`src/hw/rtl/rpn_pkg.sv`:
```
// ----------------------------------------------------------------------------
// RPN calculator package
// Item types, command codes and control structs shared by the calculator.
// ----------------------------------------------------------------------------
package rpn_pkg;

  localparam int unsigned STACK_DEPTH_DEF = 16;

  localparam logic [2:0] KIND_PUSH   = 3'd0;
  localparam logic [2:0] KIND_ADD    = 3'd1;
  localparam logic [2:0] KIND_MUL    = 3'd2;
  localparam logic [2:0] KIND_DUP    = 3'd3;
  localparam logic [2:0] KIND_NEG    = 3'd4;
  localparam logic [2:0] KIND_RM_NEG = 3'd5;

  localparam logic [1:0] STAT_DONE = 2'd0;
  localparam logic [1:0] STAT_FEW  = 2'd1;
  localparam logic [1:0] STAT_FULL = 2'd2;

  typedef struct packed {
    logic [2:0]         kind;
    logic signed [31:0] operand;
  } rpn_in_t;

  typedef struct packed {
    logic [1:0]         status;
    logic signed [31:0] top_value;
    logic               top_valid;
    logic [4:0]         depth;
  } rpn_out_t;

  typedef enum logic [3:0] {
    DP_NOP,
    DP_PUSH,
    DP_DUP,
    DP_NEG,
    DP_READ2,
    DP_CALC,
    DP_WRITE,
    DP_SWEEP_INIT,
    DP_SWEEP
  } dp_op_t;

  typedef struct packed {
    dp_op_t     op;
    logic [1:0] status;
    logic       done;
  } rpn_cmd_t;

  typedef struct packed {
    logic count_zero;
    logic count_few;
    logic count_full;
    logic sweep_last;
  } rpn_flags_t;

endpackage

```
`src/hw/rtl/rpn_ram.sv`:
```
// ----------------------------------------------------------------------------
// Generic RAM
// One write port, one read port with registered read data.
// ----------------------------------------------------------------------------
module rpn_ram #(
  parameter int unsigned WIDTH = 32,
  parameter int unsigned DEPTH = 16
) (
  input  logic                     clk,
  input  logic                     we,
  input  logic [$clog2(DEPTH)-1:0] waddr,
  input  logic [WIDTH-1:0]         wdata,
  input  logic [$clog2(DEPTH)-1:0] raddr,
  output logic [WIDTH-1:0]         rdata
);

  logic [WIDTH-1:0] mem [DEPTH];
  logic [WIDTH-1:0] rdata_r;

  always_ff @(posedge clk) begin
    if (we) begin
      mem[waddr] <= wdata;
    end
    rdata_r <= mem[raddr];
  end

  assign rdata = rdata_r;

endmodule

```
`src/hw/rtl/rpn_ctrl.sv`:
```
// ----------------------------------------------------------------------------
// RPN calculator controller
// Decodes commands, checks operand counts and sequences the datapath.
// ----------------------------------------------------------------------------
module rpn_ctrl import rpn_pkg::*; (
  input  logic       clk,
  input  logic       rst_n,
  input  logic       start,
  output logic       busy,
  input  logic [2:0] kind,
  input  rpn_flags_t flags,
  output rpn_cmd_t   cmd
);

  typedef enum logic [3:0] {
    S_IDLE  = 4'b0001,
    S_CALC  = 4'b0010,
    S_WRITE = 4'b0100,
    S_SWEEP = 4'b1000
  } state_t;

  state_t state_r, state_nxt;

  always_ff @(posedge clk) begin
    if (!rst_n) begin
      state_r <= S_IDLE;
    end else begin
      state_r <= state_nxt;
    end
  end

  assign busy = (state_r != S_IDLE);

  always_comb begin
    state_nxt  = state_r;
    cmd.op     = DP_NOP;
    cmd.status = STAT_DONE;
    cmd.done   = 1'b0;
    case (state_r)
      S_IDLE: begin
        if (start) begin
          cmd.done = 1'b1;
          case (kind)
            KIND_PUSH: begin
              if (flags.count_full) cmd.status = STAT_FULL;
              else                  cmd.op = DP_PUSH;
            end
            KIND_ADD, KIND_MUL: begin
              if (flags.count_few) begin
                cmd.status = STAT_FEW;
              end else begin
                cmd.op    = DP_READ2;
                cmd.done  = 1'b0;
                state_nxt = S_CALC;
              end
            end
            KIND_DUP: begin
              if (flags.count_zero)      cmd.status = STAT_FEW;
              else if (flags.count_full) cmd.status = STAT_FULL;
              else                       cmd.op = DP_DUP;
            end
            KIND_NEG: begin
              if (flags.count_zero) cmd.status = STAT_FEW;
              else                  cmd.op = DP_NEG;
            end
            KIND_RM_NEG: begin
              if (!flags.count_zero) begin
                cmd.op    = DP_SWEEP_INIT;
                cmd.done  = 1'b0;
                state_nxt = S_SWEEP;
              end
            end
            default: begin
              cmd.op = DP_NOP;
            end
          endcase
        end
      end
      S_CALC: begin
        cmd.op    = DP_CALC;
        state_nxt = S_WRITE;
      end
      S_WRITE: begin
        cmd.op    = DP_WRITE;
        cmd.done  = 1'b1;
        state_nxt = S_IDLE;
      end
      S_SWEEP: begin
        cmd.op = DP_SWEEP;
        if (flags.sweep_last) begin
          cmd.done  = 1'b1;
          state_nxt = S_IDLE;
        end
      end
      default: begin
        state_nxt = S_IDLE;
      end
    endcase
  end

endmodule

```
`src/hw/rtl/rpn_dpath.sv`:
```
// ----------------------------------------------------------------------------
// RPN calculator datapath
// Stack store, cached top entry, arithmetic and result register.
// ----------------------------------------------------------------------------
module rpn_dpath import rpn_pkg::*; #(
  parameter int unsigned STACK_DEPTH = STACK_DEPTH_DEF
) (
  input  logic       clk,
  input  logic       rst_n,
  input  rpn_in_t    in_item,
  input  rpn_cmd_t   cmd,
  output rpn_flags_t flags,
  output logic       out_valid,
  output rpn_out_t   out_item
);

  localparam int unsigned CW = $clog2(STACK_DEPTH + 1);
  localparam int unsigned AW = $clog2(STACK_DEPTH);

  logic [CW-1:0] count_r, rd_r, wr_r;
  logic [31:0]   top_r, res_r;
  logic [1:0]    status_r;
  logic          out_valid_r, is_mul_r;

  logic [CW-1:0] count_m1, count_m2, wr_inc;
  logic          we, keep;
  logic [AW-1:0] waddr, raddr;
  logic [31:0]   wdata, rdata, sum, prod;
  logic [CW+4:0] depth_ext;

  assign count_m1 = count_r - CW'(1);
  assign count_m2 = count_r - CW'(2);
  assign keep     = ~rdata[31];
  assign wr_inc   = wr_r + CW'(keep);
  assign sum      = top_r + rdata;
  assign prod     = top_r * rdata;

  assign flags.count_zero = (count_r == '0);
  assign flags.count_few  = (count_r < CW'(2));
  assign flags.count_full = (count_r == CW'(STACK_DEPTH));
  assign flags.sweep_last = (rd_r == count_r);

  always_comb begin
    we    = 1'b0;
    waddr = count_r[AW-1:0];
    wdata = in_item.operand;
    raddr = rd_r[AW-1:0];
    case (cmd.op)
      DP_PUSH: begin
        we = 1'b1;
      end
      DP_DUP: begin
        we    = 1'b1;
        wdata = top_r;
      end
      DP_NEG: begin
        we    = 1'b1;
        waddr = count_m1[AW-1:0];
        wdata = 32'd0 - top_r;
      end
      DP_READ2: begin
        raddr = count_m2[AW-1:0];
      end
      DP_WRITE: begin
        we    = 1'b1;
        waddr = count_m2[AW-1:0];
        wdata = res_r;
      end
      DP_SWEEP_INIT: begin
        raddr = '0;
      end
      DP_SWEEP: begin
        we    = keep;
        waddr = wr_r[AW-1:0];
        wdata = rdata;
      end
      default: begin
        we = 1'b0;
      end
    endcase
  end

  rpn_ram #(
    .WIDTH (32),
    .DEPTH (STACK_DEPTH)
  ) u_ram (
    .clk   (clk),
    .we    (we),
    .waddr (waddr),
    .wdata (wdata),
    .raddr (raddr),
    .rdata (rdata)
  );

  always_ff @(posedge clk) begin
    if (!rst_n) begin
      count_r     <= '0;
      out_valid_r <= 1'b0;
    end else begin
      out_valid_r <= cmd.done;
      case (cmd.op)
        DP_PUSH: begin
          count_r <= count_r + CW'(1);
        end
        DP_DUP: begin
          count_r <= count_r + CW'(1);
        end
        DP_WRITE: begin
          count_r <= count_m1;
        end
        DP_SWEEP: begin
          if (rd_r == count_r) count_r <= wr_inc;
        end
        default: begin
          count_r <= count_r;
        end
      endcase
    end
  end

  always_ff @(posedge clk) begin
    if (cmd.done) status_r <= cmd.status;
    case (cmd.op)
      DP_PUSH:  top_r <= in_item.operand;
      DP_NEG:   top_r <= 32'd0 - top_r;
      DP_READ2: is_mul_r <= (in_item.kind == KIND_MUL);
      DP_CALC:  res_r <= is_mul_r ? prod : sum;
      DP_WRITE: top_r <= res_r;
      DP_SWEEP_INIT: begin
        rd_r <= CW'(1);
        wr_r <= '0;
      end
      DP_SWEEP: begin
        rd_r <= rd_r + CW'(1);
        wr_r <= wr_inc;
        if (keep) top_r <= rdata;
      end
      default: begin
        top_r <= top_r;
      end
    endcase
  end

  assign depth_ext          = {5'd0, count_r};
  assign out_valid          = out_valid_r;
  assign out_item.status    = status_r;
  assign out_item.top_valid = (count_r != '0);
  assign out_item.top_value = (count_r != '0) ? top_r : 32'sd0;
  assign out_item.depth     = depth_ext[4:0];

endmodule

```
`src/hw/rtl/rpn_stack_calculator.sv`:
```
// ----------------------------------------------------------------------------
// RPN stack calculator
// Bounded operand stack executing one reverse Polish command per item.
// ----------------------------------------------------------------------------
// Drive in_item with start high; the item is taken at a clock edge where
// busy is low. Every item yields one result: out_valid is high for exactly
// one cycle with out_item holding status, top of stack and depth after the
// command. The receiver cannot stall; results are never held.
// Steps from the accepting edge to the result strobe:
//   push, duplicate, negate, rejected, ignored and unused kinds: strobed
//     from the output register, with busy staying low, so one such item per cycle.
//   add and multiply: read second entry, compute, write back.
//   remove negatives: bottom-up sweep keeping non-negatives; none if empty.
// Rate is set by the single read port of the stack RAM, whose read data is
// registered; the top entry is cached in a register beside it.
// Synchronous reset empties the stack; entries need no clearing as only
// entries below the depth are ever used.
// ----------------------------------------------------------------------------
module rpn_stack_calculator import rpn_pkg::*; #(
  parameter int unsigned STACK_DEPTH = STACK_DEPTH_DEF
) (
  input  logic     clk,
  input  logic     rst_n,
  input  logic     start,
  output logic     busy,
  input  rpn_in_t  in_item,
  output logic     out_valid,
  output rpn_out_t out_item
);

  rpn_cmd_t   cmd;
  rpn_flags_t flags;

  rpn_ctrl u_ctrl (
    .clk   (clk),
    .rst_n (rst_n),
    .start (start),
    .busy  (busy),
    .kind  (in_item.kind),
    .flags (flags),
    .cmd   (cmd)
  );

  rpn_dpath #(
    .STACK_DEPTH (STACK_DEPTH)
  ) u_dpath (
    .clk       (clk),
    .rst_n     (rst_n),
    .in_item   (in_item),
    .cmd       (cmd),
    .flags     (flags),
    .out_valid (out_valid),
    .out_item  (out_item)
  );

endmodule

```
`config.mk`:
```
export PLATFORM = sky130hd
export DESIGN_NAME = rpn_stack_calculator
export DESIGN_NICKNAME = d
export VERILOG_FILES = /design/src/hw/rtl/rpn_pkg.sv /design/src/hw/rtl/rpn_ram.sv /design/src/hw/rtl/rpn_ctrl.sv /design/src/hw/rtl/rpn_dpath.sv /design/src/hw/rtl/rpn_stack_calculator.sv
export SDC_FILE = /design/constraint.sdc
export NUM_CORES = 2
export LEC_CHECK = 0
export BUFFER_PORTS_ARGS = -buffer_cell sky130_fd_sc_hd__buf_2
export CORE_ASPECT_RATIO = 1.75
export CORE_MARGIN = 2
export CORE_UTILIZATION = 25
export DETAILED_ROUTE_END_ITERATION = 12
export PLACE_DENSITY_LB_ADDON = 0.25
export SETUP_SLACK_MARGIN = 0.2
export SYNTH_ARGS = -nofsm -noshare
export SYNTH_HDL_FRONTEND = slang
export SYNTH_SLANG_ARGS = --single-unit
```
`constraint.sdc`:
```
create_clock -name clk -period 9.7 [get_ports clk]
set_input_delay 0.485 -clock clk [delete_from_list [all_inputs] [get_ports clk]]
set_output_delay 0.485 -clock clk [all_outputs]
set_load 0.005 [all_outputs]
```
=== Word level (Yosys, flattened, before mapping) ===
Memories as Yosys holds them, arrays and structs flattened. A register that Yosys moved wholly into a read port is not among the register bits.
Cells that the tools add are included.

* Register bits after elaboration: 87
* Word-level logic and storage cells: 99
* RAM bits: 512
* Memories: 1

{| class="wikitable"
|+ Memory list
! memory !! depth !! width !! rd ports !! clocked after memory_dff !! write ports !! RTL line !! RTL
|-
| u_dpath.u_ram.mem || 16 || 32 || 1 || 1 || 1 || rpn_ram.sv:17 || <nowiki>logic [WIDTH-1:0] mem [DEPTH];</nowiki>
|}

* Eq/ne operators: 27
* Multipliers: 1
* Bitwise logic cells: 1
* $add $sub $neg: 7
* Reductions and logical operators: 13
* $lt $le $gt $ge: 1
* Mux-type cells: 39

{| class="wikitable"
|+ Operators with widths
! operator !! count
|-
| 32-bit case mux with 4 select lines || 2
|-
| 32-bit 2-to-1 mux || 3
|-
| 32-bit adder || 1
|-
| 32-bit by 32-bit multiplier with 32-bit output || 1
|-
| 1-bit by 32-bit subtractor with 32-bit output (first input constant) || 1
|-
| 4-bit case mux with 3 select lines || 2
|-
| 4-bit by 3-bit == test with 1-bit output (second input constant) || 5
|-
| 4-bit 2-to-1 mux || 5
|-
| 4-bit case mux with 5 select lines || 1
|-
| 5-bit case mux with 2 select lines || 2
|-
| 4-bit case mux with 2 select lines || 2
|-
| 4-bit case mux with 4 select lines || 1
|-
| 5-bit case mux with 3 select lines || 1
|-
| 4-bit by 2-bit == test with 1-bit output (second input constant) || 3
|-
| 5-bit by 1-bit adder with 5-bit output (second input constant) || 2
|-
| 3-bit inequality test (second input constant) || 3
|-
| 4-bit by 1-bit == test with 1-bit output (second input constant) || 2
|-
| 4-bit == test (second input constant) || 2
|-
| 1-bit 2-to-1 mux || 8
|-
| 2-bit 2-to-1 mux || 4
|-
| 2-bit inequality test (second input constant) || 4
|-
| 2-bit case mux with 4 select lines || 1
|-
| 7-bit 2-to-1 mux || 1
|-
| 3-bit by 2-bit == test with 1-bit output (second input constant) || 2
|-
| 24 further kinds || 30
|}

=== Logic depth before layout (Yosys ltp) ===
* Depth after elaboration: 11
* Depth in mapped cells: 28
* Mapped depth without buffers: 26

=== By module ===
A second synthesis with hierarchy kept.

* Cell total of the unflattened synthesis: 3476
* Area, all modules: 43118.9 µm²

{| class="wikitable"
|+ By module, submodules not included
! module !! cells an instance !! instances !! sequential area each (µm²) !! area an instance (µm²)
|-
| rpn_dpath || 2577 || 1 || 2432.3 || 22791.9
|-
| rpn_ram || 838 || 1 || 16015.4 || 19835.3
|-
| rpn_ctrl || 61 || 1 || 80.1 || 491.7
|}

=== Least setup slack after synthesis ===
No wires, ideal clock.

* Kind: register -> register
* Start: reg u_dpath.u_ram.rdata_r[3], in the netlist u_dpath.u_ram.rdata[3], read port of u_dpath.u_ram.mem
* End: reg u_dpath.res_r[25], data pin
* Arrival: 6.603 ns
* Path slack: 2.827 ns
* Required time: 9.430 ns
* Cell stages (with the launch flop): 25
* Path buffers: 2
* Cells stage by stage: dfxtp_1 clkbuf_1 clkbuf_1 and2_1 fa_1 inv_1 fa_1 fa_1 fa_1 inv_1 fa_1 inv_1 fa_1 inv_1 fa_1 fa_1 ha_1 a21o_1 a21oi_1 nor2_1 a211oi_1 o21ai_0 a31oi_1 xor2_1 a21oi_1

* Longest elaborated chain between the ends: 2
* Elaborated cells between the ends (all ways): 3
* Those cells by class: 1 x add/sub; 1 x mul; 1 x mux

{| class="wikitable"
|+ Ends and longest elaborated chain
! item !! RTL line !! RTL
|-
| start: declaration || rpn_ram.sv:18 || <nowiki>logic [WIDTH-1:0] rdata_r;</nowiki>
|-
| 32-bit by 32-bit multiplier with 32-bit output / 32-bit adder (equally long branches) || rpn_dpath.sv:36, rpn_dpath.sv:35 ||
|-
| 32-bit 2-to-1 mux (*) || rpn_dpath.sv:127 || <nowiki>DP_CALC: res_r <= is_mul_r ? prod : sum;</nowiki>
|-
| end signal: assignment || rpn_dpath.sv:127 ||
|-
| end: declaration || rpn_dpath.sv:21 || <nowiki>logic [31:0] top_r, res_r;</nowiki>
|}

Mark *: on every way between the ends. The rest lies on a longest branch, timed or not.
A chain may end at the register's enable or synchronous reset.

=== Final worst setup path ===
* Start: reg u_dpath.u_ram.rdata_r[10], in the netlist u_dpath.u_ram.rdata[10], read port of u_dpath.u_ram.mem
* End: reg u_dpath.res_r[30], data pin

Same word-level chain as after synthesis.

==> flow_metrics.tcl <==
set metrics [dict create \
    h-tree-depth 2 \
    finalClockSkew_ns 0.0259 \
    clk_path_buf_depth 3 \
    ant_nets 0 \
    dpl.hpwl_mm 103 \
    netlist_instances 3438 \
    cp_common_cell "fa_1" \
    antenna_found_initial 12 \
    rsz0062_at_grt "no" \
    fin_crit_ns 8.36 \
    ys_async_sr_fraction_pct 0 \
    core_area_um2 171000 \
    start_util_pct 25.1 \
    arrival_ns 8.73 \
    cts_root_buf "clkbuf_16" \
    yosys-top-cells-area "edfxtp_1 (41%), fa_1 (19%), mux4_2 (6.7%)" \
    worst_pin_slew_ns 1.31 \
    synth_top_area_share_pct 41.2 \
    drv_slew 0 \
    drc 0 \
    critPathMaxStageDelay_ns 1.11 \
    final.period_utilization_pct 86.2 \
    fmax_mhz 120 \
    required_ns 10.07 \
    die_area_um2 175000 \
    whs_ns 0.127 \
    grt_max_degree 107 \
    clkTransAtPathRegs_ns 0.07 \
    final_nets 4072 \
    synth_edf_count 589 \
    grtUsageTotal_pct 16.5 \
    die_y_um 552 \
    hold_buffers 0 \
    ys_types 69 \
    firstDrtPassIters 6 \
    drv_cap 0 \
    layout_common_cells "edfxtp_1 (589), fa_1 (409), inv_1 (404), nand2_1 (350), and2_1 (338)" \
    cts_tree "yes" \
    crit_slowest_cell "dfxtp_1" \
    hold_class "in -> reg" \
    yosys_warnings 0 \
    clock_sinks 631 \
    mappedNetlistArea_um2 42900 \
    viasPerCell 4.69 \
    slew_headroom_pct 12.3 \
    worst_setup_path_end_kind "register" \
    place_area_um2 46200 \
    worstSkewPairLatency_ns 0.66 \
    design_area_um2 48000 \
    final-setup-viol-count 0 \
    dieWidth_um 317 \
    final_common_cell "edfxtp_1" \
    io_buffers 79 \
    crit_path_cell_trace "buf_4 -> nand2_1 -> fa_1 -> inv_1 -> fa_1 -> fa_1 -> inv_1 -> fa_1 -> inv_1 -> fa_1 -> fa_1 -> fa_1 -> fa_1 -> ha_1 -> a21oi_1 -> o21bai_1 -> a21o_1 -> a21oi_1 -> a2bb2oi_1 -> a31oi_1 -> o21ai_0 -> nand2b_1 -> xnor2_1 -> mux2i_1" \
    ios 80 \
    synthXorXnorAreaFrac_pct 3.14 \
    critPathMaxFanout 17 \
    seq_area_frac_synth_pct 43.2 \
    synth_adder_area_share_pct 23.8 \
    synth_compound_area_share_pct 6.41 \
    synthMuxAreaShare_pct 7.06 \
    grt_pass1_vias 29900 \
    syn2layout_area_growth_pct 11.8 \
    place_congestion 0.846 \
    grt_first_pass_wirelength_mm 208 \
    cts_resized 0 \
    synth_top_area_cell "edfxtp_1" \
    worstSetupPathType "reg -> reg" \
    grt_overflow 0 \
    drive_above_1_share_pct 12.0 \
    synth-simple-area-share_pct 10.9 \
    synth_top_flop_cell "edfxtp_1" \
    syn_nets 4048 \
    synth.avg_cell_area_um2 12.5 \
    fin_setup_tns_ns 0 \
    rows 201 \
    synth_top_family_by_area "adder cells" \
    cp-start-kind "register" \
    hold_viol_final 0 \
    dr.first_iter.drc_count 1743 \
    cts_setup_buffers 0 \
    wl_per_cell_um 24.9 \
    cts_inserted_buffers 53 \
    routed_wl_mm 143 \
    status "completed" \
    ys_ff_latch 631 \
    vias 26900 \
]
[path summary, 6_finish.rpt]
kind | startpoint | to | slack, ns | cells after the start
worst max-delay path | u_dpath.u_ram.rdata[10] | u_dpath.res_r[30] | 1.34 | 24
worst min-delay path | rst_n | u_ctrl.state_r[0] | 0.13 | 2
worst max register to register | u_dpath.u_ram.rdata[10] | u_dpath.res_r[30] | 1.34 | 24
worst min register to register | u_dpath.res_r[20] | u_dpath.top_r[20] | 0.59 | 2
[kinds of logic (layout without fill, tap and decap cells)]
group,Yosys count,in the layout
AO/OA/AOI/OAI,395,395
XOR/XNOR,154,154
adder cells (fa/ha/maj),572,572
buffers and inverters,602,671
flip-flops,631,631
multiplexers,142,142
other,0,5
AND/OR/NAND/NOR,942,942
[flip-flops by register name, summed over array words and instances (netlist names)]
register             flops
u_dpath.status_r         2
u_dpath.count_r          5
u_dpath.rd_r             5
u_dpath.wr_r             5
u_dpath.res_r           32
u_dpath.u_ram.rdata     32
u_dpath.top_r           32
u_ctrl.state_r           4
u_dpath.u_ram.mem      512
u_dpath.is_mul_r         1
u_dpath.out_valid        1
[area by class of cell]
cell class	count	area [µm²]
clock buffer	62	1360
timing repair buffer	166	1070
multi-input combinational	2205	22300
clock inverter	38	442
sequential	631	18500
inverter	405	1520
tap	2233	2790
antenna	5	12.5
fill	17600	123000
[stage by stage]
stage,setup slack [ns],util [%],std cells
after floorplan,2.83,-,3438
after global placement,1.28,27.0,5640
after CTS,1.24,28.1,5740
final,1.34,28.1,5745
after detailed placement,1.30,27.0,5640
after global routing,0.978,28.1,5741
[critical path: cells and delay by family (launching register included)]
family	cells	cell delay, ns
xor gates and xnor gates	1	0.15
muxes	1	0.09
AOI/OAI and AO/OA	7	1.59
buffers and inverters	4	0.53
adders and majority gates	9	4.39
DFF	1	1.11
and+or+nand+nor	2	0.19
[synthesized netlist by cell type, types with 9 or more instances]
cell,count
edfxtp_1,589
fa_1,409
inv_1,404
nand2_1,350
and2_1,338
ha_1,163
clkbuf_1,161
nor2_1,130
mux4_2,128
xnor2_1,95
o21ai_0,83
a21oi_1,68
xor2_1,59
dfxtp_1,42
a22o_1,36
nand3_1,35
a221o_1,34
a22oi_1,25
a21o_1,23
a31oi_1,22
nor3_1,20
o211ai_1,20
buf_2,15
o21a_1,14
a211oi_1,13
nand2b_1,13
and3_1,12
nor4_1,12
a221oi_1,11
buf_1,9
buf_6,9
[per-layer routing]
metal  global-route usage, %  up-vias  wire, µm  share of wire (%)
li1                        -    11800         -                  -
met1                    17.9    14200     51900                 36
met2                    31.6      659     78800                 55
met3                    1.12      256      4180                2.9
met4                    8.27        4      8020                5.6
met5                       0        -        22              0.015
Power is not shown: default switching activity piles up to over one toggle a cycle in this logic, so the estimate is an artifact.
